===== config.mk =====
export PLATFORM = sky130hd
export DESIGN_NAME = lsbe_ctrl
export DESIGN_NICKNAME = d
export VERILOG_FILES = /design/src/rtl/lsbe_pkg.sv /design/src/rtl/lsbe_ctrl.sv
export SDC_FILE = /design/constraint.sdc
export NUM_CORES = 1
export LEC_CHECK = 0
export CORE_MARGIN = 10
export CORE_UTILIZATION = 61
export CTS_BUF_LIST = sky130_fd_sc_hd__clkbuf_2
export DETAILED_ROUTE_END_ITERATION = 10
export DONT_BUFFER_PORTS = 1
export PLACE_DENSITY = 0.89
export SETUP_SLACK_MARGIN = 0.15
export SLEW_MARGIN = 20
export SYNTH_ARGS = -nofsm -noshare
export SYNTH_HDL_FRONTEND = slang
export SYNTH_SLANG_ARGS = --single-unit

===== constraint.sdc =====
create_clock -name i_clk -period 3.48 [get_ports i_clk]
set_clock_uncertainty 0.05 [all_clocks]
set_input_delay 0.696 -clock i_clk [delete_from_list [all_inputs] [get_ports i_clk]]
set_output_delay 0.696 -clock i_clk [all_outputs]
set_load 0.03 [all_outputs]

===== src/rtl/lsbe_pkg.sv =====
package lsbe_pkg;

    // Store geometry
    localparam int MAX_CARRIER_BYTES = 65536;
    localparam int ADDR_W            = 16;
    localparam int SIZE_W            = 17;
    localparam int STEP_LIMIT        = 2 * MAX_CARRIER_BYTES + 2;
    localparam int CNT_W             = $clog2(STEP_LIMIT + 2);

    // Key chain constants
    localparam logic [31:0] FNV_BASIS = 32'h811C_9DC5;
    localparam logic [31:0] FNV_MULT  = 32'h0100_0193;

    // Function codes
    localparam logic [2:0] FUNC_LOAD    = 3'd0;
    localparam logic [2:0] FUNC_READ    = 3'd1;
    localparam logic [2:0] FUNC_BEGIN   = 3'd2;
    localparam logic [2:0] FUNC_EMBED   = 3'd3;
    localparam logic [2:0] FUNC_EXTRACT = 3'd4;

    // Galois tap masks, one per index width
    localparam logic [ADDR_W-1:0] TAP_TABLE [16] = '{
        16'h0001, 16'h0003, 16'h0006, 16'h000C,
        16'h0014, 16'h0030, 16'h0060, 16'h00B8,
        16'h0110, 16'h0240, 16'h0500, 16'h0CA0,
        16'h1B00, 16'h3500, 16'h6000, 16'hB400
    };

    typedef struct packed {
        logic [2:0]        func;
        logic [ADDR_W-1:0] address;
        logic [7:0]        value;
    } t_in_word;

    typedef struct packed {
        logic [7:0] data_out;
        logic       planes_exhausted;
    } t_out_word;

    // Controller to datapath
    typedef struct packed {
        logic       capture;
        logic       load_wr;
        logic       rd_cursor;
        logic       rd_capture;
        logic       begin_cmd;
        logic       bit_commit;
        logic       adv_step;
        logic       key_update;
        logic       out_load;
        logic [2:0] bit_idx;
    } t_dp_cmd;

    // Datapath to controller
    typedef struct packed {
        logic adv_done;
        logic out_free;
    } t_dp_stat;

    // Index of the highest set bit
    function automatic logic [4:0] flog2(input logic [SIZE_W-1:0] a);
        logic [4:0] r;
        r = '0;
        for (int i = 0; i < SIZE_W; i++) begin
            if (a[i]) begin
                r = 5'(i);
            end
        end
        return r;
    endfunction

endpackage


===== src/rtl/lsbe_ctrl.sv =====
module lsbe_ctrl (
    input  logic               i_clk,
    input  logic               i_rst_n,
    input  logic               i_valid,
    input  logic [2:0]         i_func,
    output logic               o_ready,
    output lsbe_pkg::t_dp_cmd  o_cmd,
    input  lsbe_pkg::t_dp_stat i_stat
);
    import lsbe_pkg::*;

    typedef enum logic [9:0] {
        S_IDLE   = 10'b00_0000_0001,
        S_LOAD   = 10'b00_0000_0010,
        S_RDREQ  = 10'b00_0000_0100,
        S_RDCAP  = 10'b00_0000_1000,
        S_BEGIN  = 10'b00_0001_0000,
        S_BIT_RD = 10'b00_0010_0000,
        S_BIT_WR = 10'b00_0100_0000,
        S_ADV    = 10'b00_1000_0000,
        S_KEY    = 10'b01_0000_0000,
        S_DONE   = 10'b10_0000_0000
    } t_state;

    t_state     r_state;
    t_state     n_state;
    logic [2:0] r_bit;
    logic [2:0] n_bit;

    assign o_ready = (r_state == S_IDLE);

    // Next state and datapath commands
    always_comb begin
        n_state = r_state;
        n_bit   = r_bit;
        o_cmd   = '0;
        o_cmd.bit_idx = r_bit;
        unique case (r_state)
            S_IDLE: begin
                if (i_valid) begin
                    o_cmd.capture = 1'b1;
                    n_bit = '0;
                    unique case (i_func)
                        FUNC_LOAD:    n_state = S_LOAD;
                        FUNC_READ:    n_state = S_RDREQ;
                        FUNC_BEGIN:   n_state = S_BEGIN;
                        FUNC_EMBED:   n_state = S_BIT_RD;
                        FUNC_EXTRACT: n_state = S_BIT_RD;
                        default:      n_state = S_DONE;
                    endcase
                end
            end
            S_LOAD: begin
                o_cmd.load_wr = 1'b1;
                n_state = S_DONE;
            end
            S_RDREQ: begin
                n_state = S_RDCAP;
            end
            S_RDCAP: begin
                o_cmd.rd_capture = 1'b1;
                n_state = S_DONE;
            end
            S_BEGIN: begin
                o_cmd.begin_cmd = 1'b1;
                n_state = S_DONE;
            end
            S_BIT_RD: begin
                o_cmd.rd_cursor = 1'b1;
                n_state = S_BIT_WR;
            end
            S_BIT_WR: begin
                o_cmd.bit_commit = 1'b1;
                n_state = S_ADV;
            end
            // Step the LFSR until it lands inside the carrier, wraps to the next plane or hits the step limit
            S_ADV: begin
                o_cmd.adv_step = 1'b1;
                if (i_stat.adv_done) begin
                    if (r_bit == 3'd7) begin
                        n_state = S_KEY;
                    end else begin
                        n_bit   = r_bit + 3'd1;
                        n_state = S_BIT_RD;
                    end
                end
            end
            S_KEY: begin
                o_cmd.key_update = 1'b1;
                n_state = S_DONE;
            end
            // Hold until the output register frees up
            S_DONE: begin
                if (i_stat.out_free) begin
                    o_cmd.out_load = 1'b1;
                    n_state = S_IDLE;
                end
            end
            default: begin
                n_state = S_IDLE;
            end
        endcase
    end

    always_ff @(posedge i_clk) begin
        if (!i_rst_n) begin
            r_state <= S_IDLE;
            r_bit   <= '0;
        end else begin
            r_state <= n_state;
            r_bit   <= n_bit;
        end
    end

endmodule


# Word level (Yosys, flattened, before mapping)
# Index checks and enable logic that the tools add are counted.
dict set report totals {
  register_bits 13
  latch_bits 0
  ramBits 0
  romBits 0
  input_bits 8
  out_inout_bits 13
  word_cells 49
  n_memories 0
}
dict set report op_classes {
  n_addsub 1
  mul 0
  div 0
  magnitude_cmp 0
  n_eq_ne 19
  n_shift 0
  n_mux 21
  bitwise_logic 0
  reduce_logical 6
}
# cell n
set ops {}
lappend ops {{10-bit one-hot mux with 7 select lines} 1}
lappend ops {{10-bit one-hot mux with 4 select lines} 1}
lappend ops {{10-bit two-way mux} 3}
lappend ops {{1-bit two-way mux} 11}
lappend ops {{10-bit by 1-bit == test with 1-bit output (second input constant)} 1}
lappend ops {{10-bit == test (second input constant)} 1}
lappend ops {{10-bit by 2-bit == test with 1-bit output (second input constant)} 1}
lappend ops {{10-bit by 3-bit == test with 1-bit output (second input constant)} 1}
lappend ops {{10-bit by 4-bit == test with 1-bit output (second input constant)} 1}
lappend ops {{10-bit by 5-bit == test with 1-bit output (second input constant)} 1}
lappend ops {{10-bit by 6-bit == test with 1-bit output (second input constant)} 1}
lappend ops {{10-bit by 7-bit == test with 1-bit output (second input constant)} 1}
lappend ops {{10-bit by 8-bit == test with 1-bit output (second input constant)} 1}
lappend ops {{10-bit by 9-bit == test with 1-bit output (second input constant)} 1}
lappend ops {{3-bit two-way mux} 3}
lappend ops {{9-bit two-way mux} 1}
lappend ops {{2-bit != test (second input constant)} 4}
lappend ops {{3-bit by 2-bit == test with 1-bit output (second input constant)} 2}
lappend ops {{3-bit == test (second input constant)} 2}
lappend ops {{3-bit one-hot mux with 2 select lines} 1}
lappend ops {{4-bit AND reduction} 1}
lappend ops {{4-bit OR reduction} 1}
lappend ops {{3-bit by 1-bit adder with 3-bit output (second input constant)} 1}
lappend ops {{3-bit by 1-bit == test with 1-bit output (second input constant)} 1}
lappend ops {{other kinds (4)} 4}

# Longest topological paths before layout
# Gate-level depths: netlist of the first run.
dict set report logic_depth {
  ltp_word 5
  mapped_depth 5
  mapped_depth_nobuf 5
}

# Worst setup path before layout of the first run
# Ideal clock, no wire load.
dict set report synth_path {
  kind {register -> output}
  start {register r_state[9]}
  end {output port o_cmd[10] (netlist name)}
  arrival_time_ns 1.790
  required_ns 2.734
  setup_slack_ns 0.944
  stages_incl_launch_ff 5
  path_buffers 1
  path_cell_list {dfxtp_1 > buf_4 > nor4_4 > nand2_1 > nor3b_1}
}
# item line
set synth_rtl {}
lappend synth_rtl {{start: declaration} lsbe_ctrl.sv:25} ;# t_state r_state;
lappend synth_rtl {{start signal: assignment} lsbe_ctrl.sv:110} ;# r_state <= n_state;
lappend synth_rtl {{end: declaration} lsbe_ctrl.sv:7} ;# output lsbe_pkg::t_dp_cmd o_cmd,

==> results.json, run 1 <==
{
  "power_density_nw_per_um2": 461.7,
  "maxSlewHeadroom": 0.5953,
  "firstDrtPassIters": 4,
  "crit_required_ns": 2.73,
  "syn-cell-area_um2": 893.4,
  "finalSetupViolCount": 0,
  "leakage_nw": 0.3778,
  "crit_path_start_kind": "flip-flop",
  "synth_area_per_cell_um2": 8.508,
  "post_cts_buffers": 0,
  "io_pins": 21,
  "antenna_cells": 0,
  "grt_pass1_vias": 783,
  "async_reset_ff_frac": 0,
  "hold_slack_ns": 0.4321,
  "root_buffer": "clkbuf_2",
  "ys.warnings.count": 0,
  "finalCritPeriodShare": 0.8264,
  "path_max_fanout": 9,
  "setup_tns_ns": 0,
  "cts_resized": 0,
  "synthFlopType": "dfxtp_1",
  "fmax_ghz": 0.3477,
  "period_needed_ns": 2.876,
  "syn_nets": 115,
  "postLayoutCoreUtil": 0.7036,
  "synth_edf_count": 0,
  "syn_to_final_growth_pct": 5.042,
  "clock_latency_ns": 0.29,
  "arrival_ns": 2.13,
  "yosysUniqueCellTypes": 42,
  "cts.sink_count": 13,
  "detail-route-antenna-nets": 0,
  "drt_iter0_markers": 57,
  "core-area_um2": 1334,
  "die_x_um": 58.27,
  "antenna_found_initial": 0,
  "vdd_drop_max_uv": 302.3,
  "num_vias": 827,
  "hold_viol": 0,
  "cts_tree": "built",
  "wl_per_cell_um": 17.21,
  "h-tree-depth": 1,
  "dpl.hpwl_um": 1663,
  "end_kind": "primary output",
  "grt_max_degree": 11,
  "io_buffer_count": 0,
  "grt_setup_unrepaired": "false",
  "syn_inst": 105,
  "hold_buffers": 0,
  "slew_violations": 0,
  "status": "finished, final reports clean",
  "multi_input_area_um2": 590.6,
  "gr-total-overflow": 0,
  "route.detailed.drc": 0,
  "gp_congestion": 0.9110,
  "layout.nets": 119,
  "drive_above_1_share": 0.1204,
  "tightest_slew_ns": 0.6048,
  "power_mw": 0.4332,
  "fp.dieArea_um2": 3395,
  "hold_path_class": "input port to flip-flop",
  "vias_per_cell": 6.724,
  "floorplan.initialDensity": 0.6698,
  "dpl_cell_area_um2": 918.4,
  "path_clk_slew_ns": 0.11,
  "finalInstanceArea_um2": 938.4,
  "seq_area_frac_synth": 0.2913,
  "worstSetupPathType": "flip-flop to primary output",
  "max-cap-violations": 0,
  "ys_ff_latch": 13,
  "numCtsBuffers": 3,
  "seqCellArea_um2": 260.3,
  "clk_path_buf_depth": 2,
  "die_h_um": 58.27,
  "fillCellCount": 99,
  "rows": 13,
  "grt_pass1_wl_um": 3719,
  "track_usage": 0.1353,
  "routed_wirelength_um": 2117
}
-- report_power, final --
| group | switching, mW | total [mW] | internal (mW) |
|---|---|---|---|
| clock network | 0.0511 | 0.0816 | 0.0305 |
| logic | 0.112 | 0.174 | 0.0616 |
| registers | 0.0200 | 0.178 | 0.158 |
-- area by class of cell --
type                            count  area share
Multi-Input combinational cell     82      0.6293
Sequential cell                    13      0.2773
Timing Repair Buffer                4     0.03200
Clock buffer                        4     0.02133
Inverter                            5     0.02000
Tap cell                           15     0.02000
-- sequential cells by signal (all words and copies together) (netlist names) --
register and flops:
r_state 10, r_bit 3
-- synth_stat cells (2+ instances only) --
master / n / share of area
dfxtp_1: 13 / 0.29
a21oi_1: 3 / 0.017
and2_1: 2 / 0.014
ha_1: 2 / 0.028
nor2b_1: 5 / 0.035
clkbuf_1: 3 / 0.013
o31ai_1: 4 / 0.034
nand2_1: 7 / 0.029
nor3_1: 3 / 0.017
inv_1: 5 / 0.021
nor3b_1: 7 / 0.059
nor4b_1: 3 / 0.029
a31oi_1: 2 / 0.014
o211ai_1: 5 / 0.042
nor4_1: 5 / 0.035
nand2b_1: 2 / 0.014
nor2_1: 9 / 0.038
-- logic make-up after synthesis --
group,share of synthesized area
buffers and inverters,0.04762
adders and majority gates,0.02801
muxes,0.01120
and+or+nand+nor,0.4062
AOI/OAI and AO/OA,0.2059
DFF,0.2913
xor gates and xnor gates,0.009806
-- metal layers --
layer,GRT usage,vias to the layer above,wire length [µm]
met5,0,-,0
met4,0.07047,0,37
met3,0.06536,4,235
met2,0.2109,36,1054
met1,0.1477,377,790
li1,-,410,-
-- final timing paths --
check        startpoint         end  slack [ns]  cells past startpoint
max          r_state[8]   o_cmd[11]        0.60                      4
min           i_func[1]  r_state[2]        0.43                      1
max reg2reg  r_state[8]  r_state[4]        1.55                      4
min reg2reg  r_state[5]  r_state[6]        0.52                      2
-- cells in the final DEF (no fill, tap or decap), drive strengths merged, types with 2 or more instances in the layout --
cell    instances
nor2            9
ha              2
buf             4
and2            2
nor4            6
a21oi           3
inv             5
nor3            3
nand2           7
clkbuf          4
dfxtp          13
o31ai           5
nand2b          2
nor3b           7
o211ai          5
nor2b           5
nor4b           3
nand4           2
a31oi           2
-- through the flow --
stage / std cells / setup slack [ns]
global placement: 119 / 0.9678
global route: 123 / 0.4551
finish: 123 / 0.6041
floorplan: 105 / 0.9442
detailed placement: 119 / 0.9326
CTS: 123 / 0.6033
-- worst max-delay path, cell delays in order (launching register included) --
cell     delay [ns]
dfxtp_1        0.39
nor4_4         0.58
nand4_4        0.23
inv_1          0.29
and2_1         0.37
(Power assumes the default switching activity.)
==> run 2, diff against run 1 <==
- clock period: 3.48 -> 2.7 ns (I/O delays scaled with it)
==> run 2 against run 1 <==
  * Critical path depth did not move
  * Non-clock buffer count rose by 6
  * Sequential share of layout area fell by 1.3 points
==> results.json, run 2 (synthesized netlist as in run 1, its figures left out) <==
{
  "status": "finished, final reports clean",
  "largest_register_ffs": 10,
  "multi_input_area_um2": 590.6,
  "routed_wirelength_um": 2310,
  "io_buffer_count": 0,
  "power.internal_mw": 0.3382,
  "drt_iter0_markers": 40,
  "min-delay-start": "i_func[1]",
  "reg2reg_from": "r_state[4]",
  "period_needed_ns": 2.452,
  "floorplan.initialDensity": 0.6698,
  "firstDrtPassIters": 4,
  "worstSetupPathType": "flip-flop to primary output",
  "finalCritPeriodShare": 0.9081,
  "clk_path_buf_depth": 2,
  "cp_cell_sequence": "nor4_1 > nand2_1 > nor3b_1 > buf_4",
  "rows": 13,
  "leakage_nw": 0.4062,
  "hold_buffers": 0,
  "met1_length_um": 827,
  "syn_to_final_growth_pct": 10.08,
  "end_kind": "primary output",
  "route.detailed.drc": 0,
  "swShare": 0.4232,
  "hold_slack_ns": 0.2498,
  "fp.dieArea_um2": 3395,
  "fmax_ghz": 0.4079,
  "stdcell_count": 129,
  "tightest_slew_ns": 0.5806,
  "crit_required_ns": 2.11,
  "grt_pass1_vias": 815,
  "max-cap-violations": 0,
  "antenna_cells": 0,
  "critPathMaxStageDelay_ns": 0.57,
  "maxSlewHeadroom": 0.6094,
  "biggestRegsByFlops": "r_state x10, r_bit x3",
  "drive_above_1_share": 0.1667,
  "detail-route-antenna-nets": 0,
  "antenna_found_initial": 0,
  "fin_ws_ns": 0.2481,
  "slew_violations": 0,
  "dpl.hpwl_um": 1768,
  "die_h_um": 58.27,
  "seqCellArea_um2": 260.3,
  "gp_congestion": 0.9378,
  "grt_pass1_wl_um": 3684,
  "gr-total-overflow": 0,
  "io_pins": 21,
  "pwr-share-comb": 0.430,
  "hold_path_class": "input port to flip-flop",
  "finalSetupViolCount": 0,
  "top_layer_used": "met4",
  "cts.sink_count": 13,
  "core-area_um2": 1334,
  "regMostFlops": "r_state",
  "postLayoutCoreUtil": 0.7373,
  "cts_tree": "built",
  "path_clk_slew_ns": 0.14,
  "layout_commonest_cell": "dfxtp_1",
  "crit_start": "r_state[6]",
  "power_density_nw_per_um2": 596.2,
  "wl_per_cell_um": 17.91,
  "track_usage": 0.1344,
  "vias_per_cell": 6.868,
  "crit_path_start_kind": "flip-flop",
  "root_buffer": "clkbuf_2",
  "cp_slowest_cell": "nor4_1",
  "layout_common_cells": "dfxtp_1 (13), buf_4 (10), nor2_1 (9)",
  "grt_max_degree": 11,
  "path_max_fanout": 7,
  "post-place-ws_ns": 0.5093,
  "p_clk_frac": 0.177,
  "fillCellCount": 111,
  "clock_latency_ns": 0.29,
  "seq_power_share": 0.393,
  "grt_setup_unrepaired": "false",
  "die_x_um": 58.27,
  "vdd_drop_max_uv": 474.8,
  "met2_wirelength_um": 1151,
  "hold_viol": 0,
  "arrival_ns": 1.86,
  "num_vias": 886,
  "numCtsBuffers": 3,
  "setup_tns_ns": 0,
  "h-tree-depth": 1,
  "wl_met3_um": 274,
  "layout.nets": 125,
  "place_inst": 123,
  "p_switching_mw": 0.2482
}
run 2: layer usage:
layer,vias up,global-route usage
li1,421,-
met3,6,0.06100
met5,-,0
met2,50,0.2246
met4,0,0.08054
met1,409,0.1329
run 2: per-stage QoR:
| stage | cell area, µm² | power, mW |
|---|---|---|
| 2_1_floorplan | 893.4 | 0.4220 |
| 5_1_grt | 983.4 | 0.6175 |
| 3_3_place_gp | 948.4 | 0.4589 |
| 6_report | 983.4 | 0.5863 |
| 3_5_place_dp | 948.4 | 0.4704 |
| 4_1_cts | 968.4 | 0.5706 |
run 2: area by class of cell:
| type | instances | area share |
|---|---|---|
| flip-flops and latches | 13 | 0.2646 |
| clock inverters | 1 | 0.005089 |
| clock buffers | 3 | 0.01527 |
| multi-input cells | 82 | 0.6005 |
| well taps | 15 | 0.01908 |
| repair buffers | 10 | 0.07634 |
| inverters | 5 | 0.01908 |
run 2: worst paths after layout:
| kind | end | slack, ns | depth (start not counted) |
|---|---|---|---|
| hold reg to reg | r_state[3] | 0.53 | 1 |
| hold / removal | r_state[2] | 0.25 | 1 |
| setup reg to reg | r_state[4] | 0.70 | 6 |
| setup / recovery | o_cmd[10] | 0.25 | 4 |
run 2: timing repair:
item / 4_1_cts / 5_1_grt
endpoints found under the setup margin: 0 / 5
endpoints found under the hold margin: 0 / 0
setup buffers: 0 / 2
gates resized for setup: 0 / 0
run 2: critical path: cells and delay by family, from the launching register on:
| family | cells | cell delay [ns] |
|---|---|---|
| DFF | 1 | 0.39 |
| and+or+nand+nor | 3 | 0.99 |
| buffers and inverters | 1 | 0.20 |
run 2: power by group through the flow:
stage	Sequential [mW]	Clock (mW)	Combinational [mW]
after floorplan	0.212	0	0.210
after detailed placement	0.234	0	0.237
after global placement	0.232	0	0.227
after global routing	0.232	0.112	0.273
final	0.230	0.104	0.252
after CTS	0.229	0.105	0.237
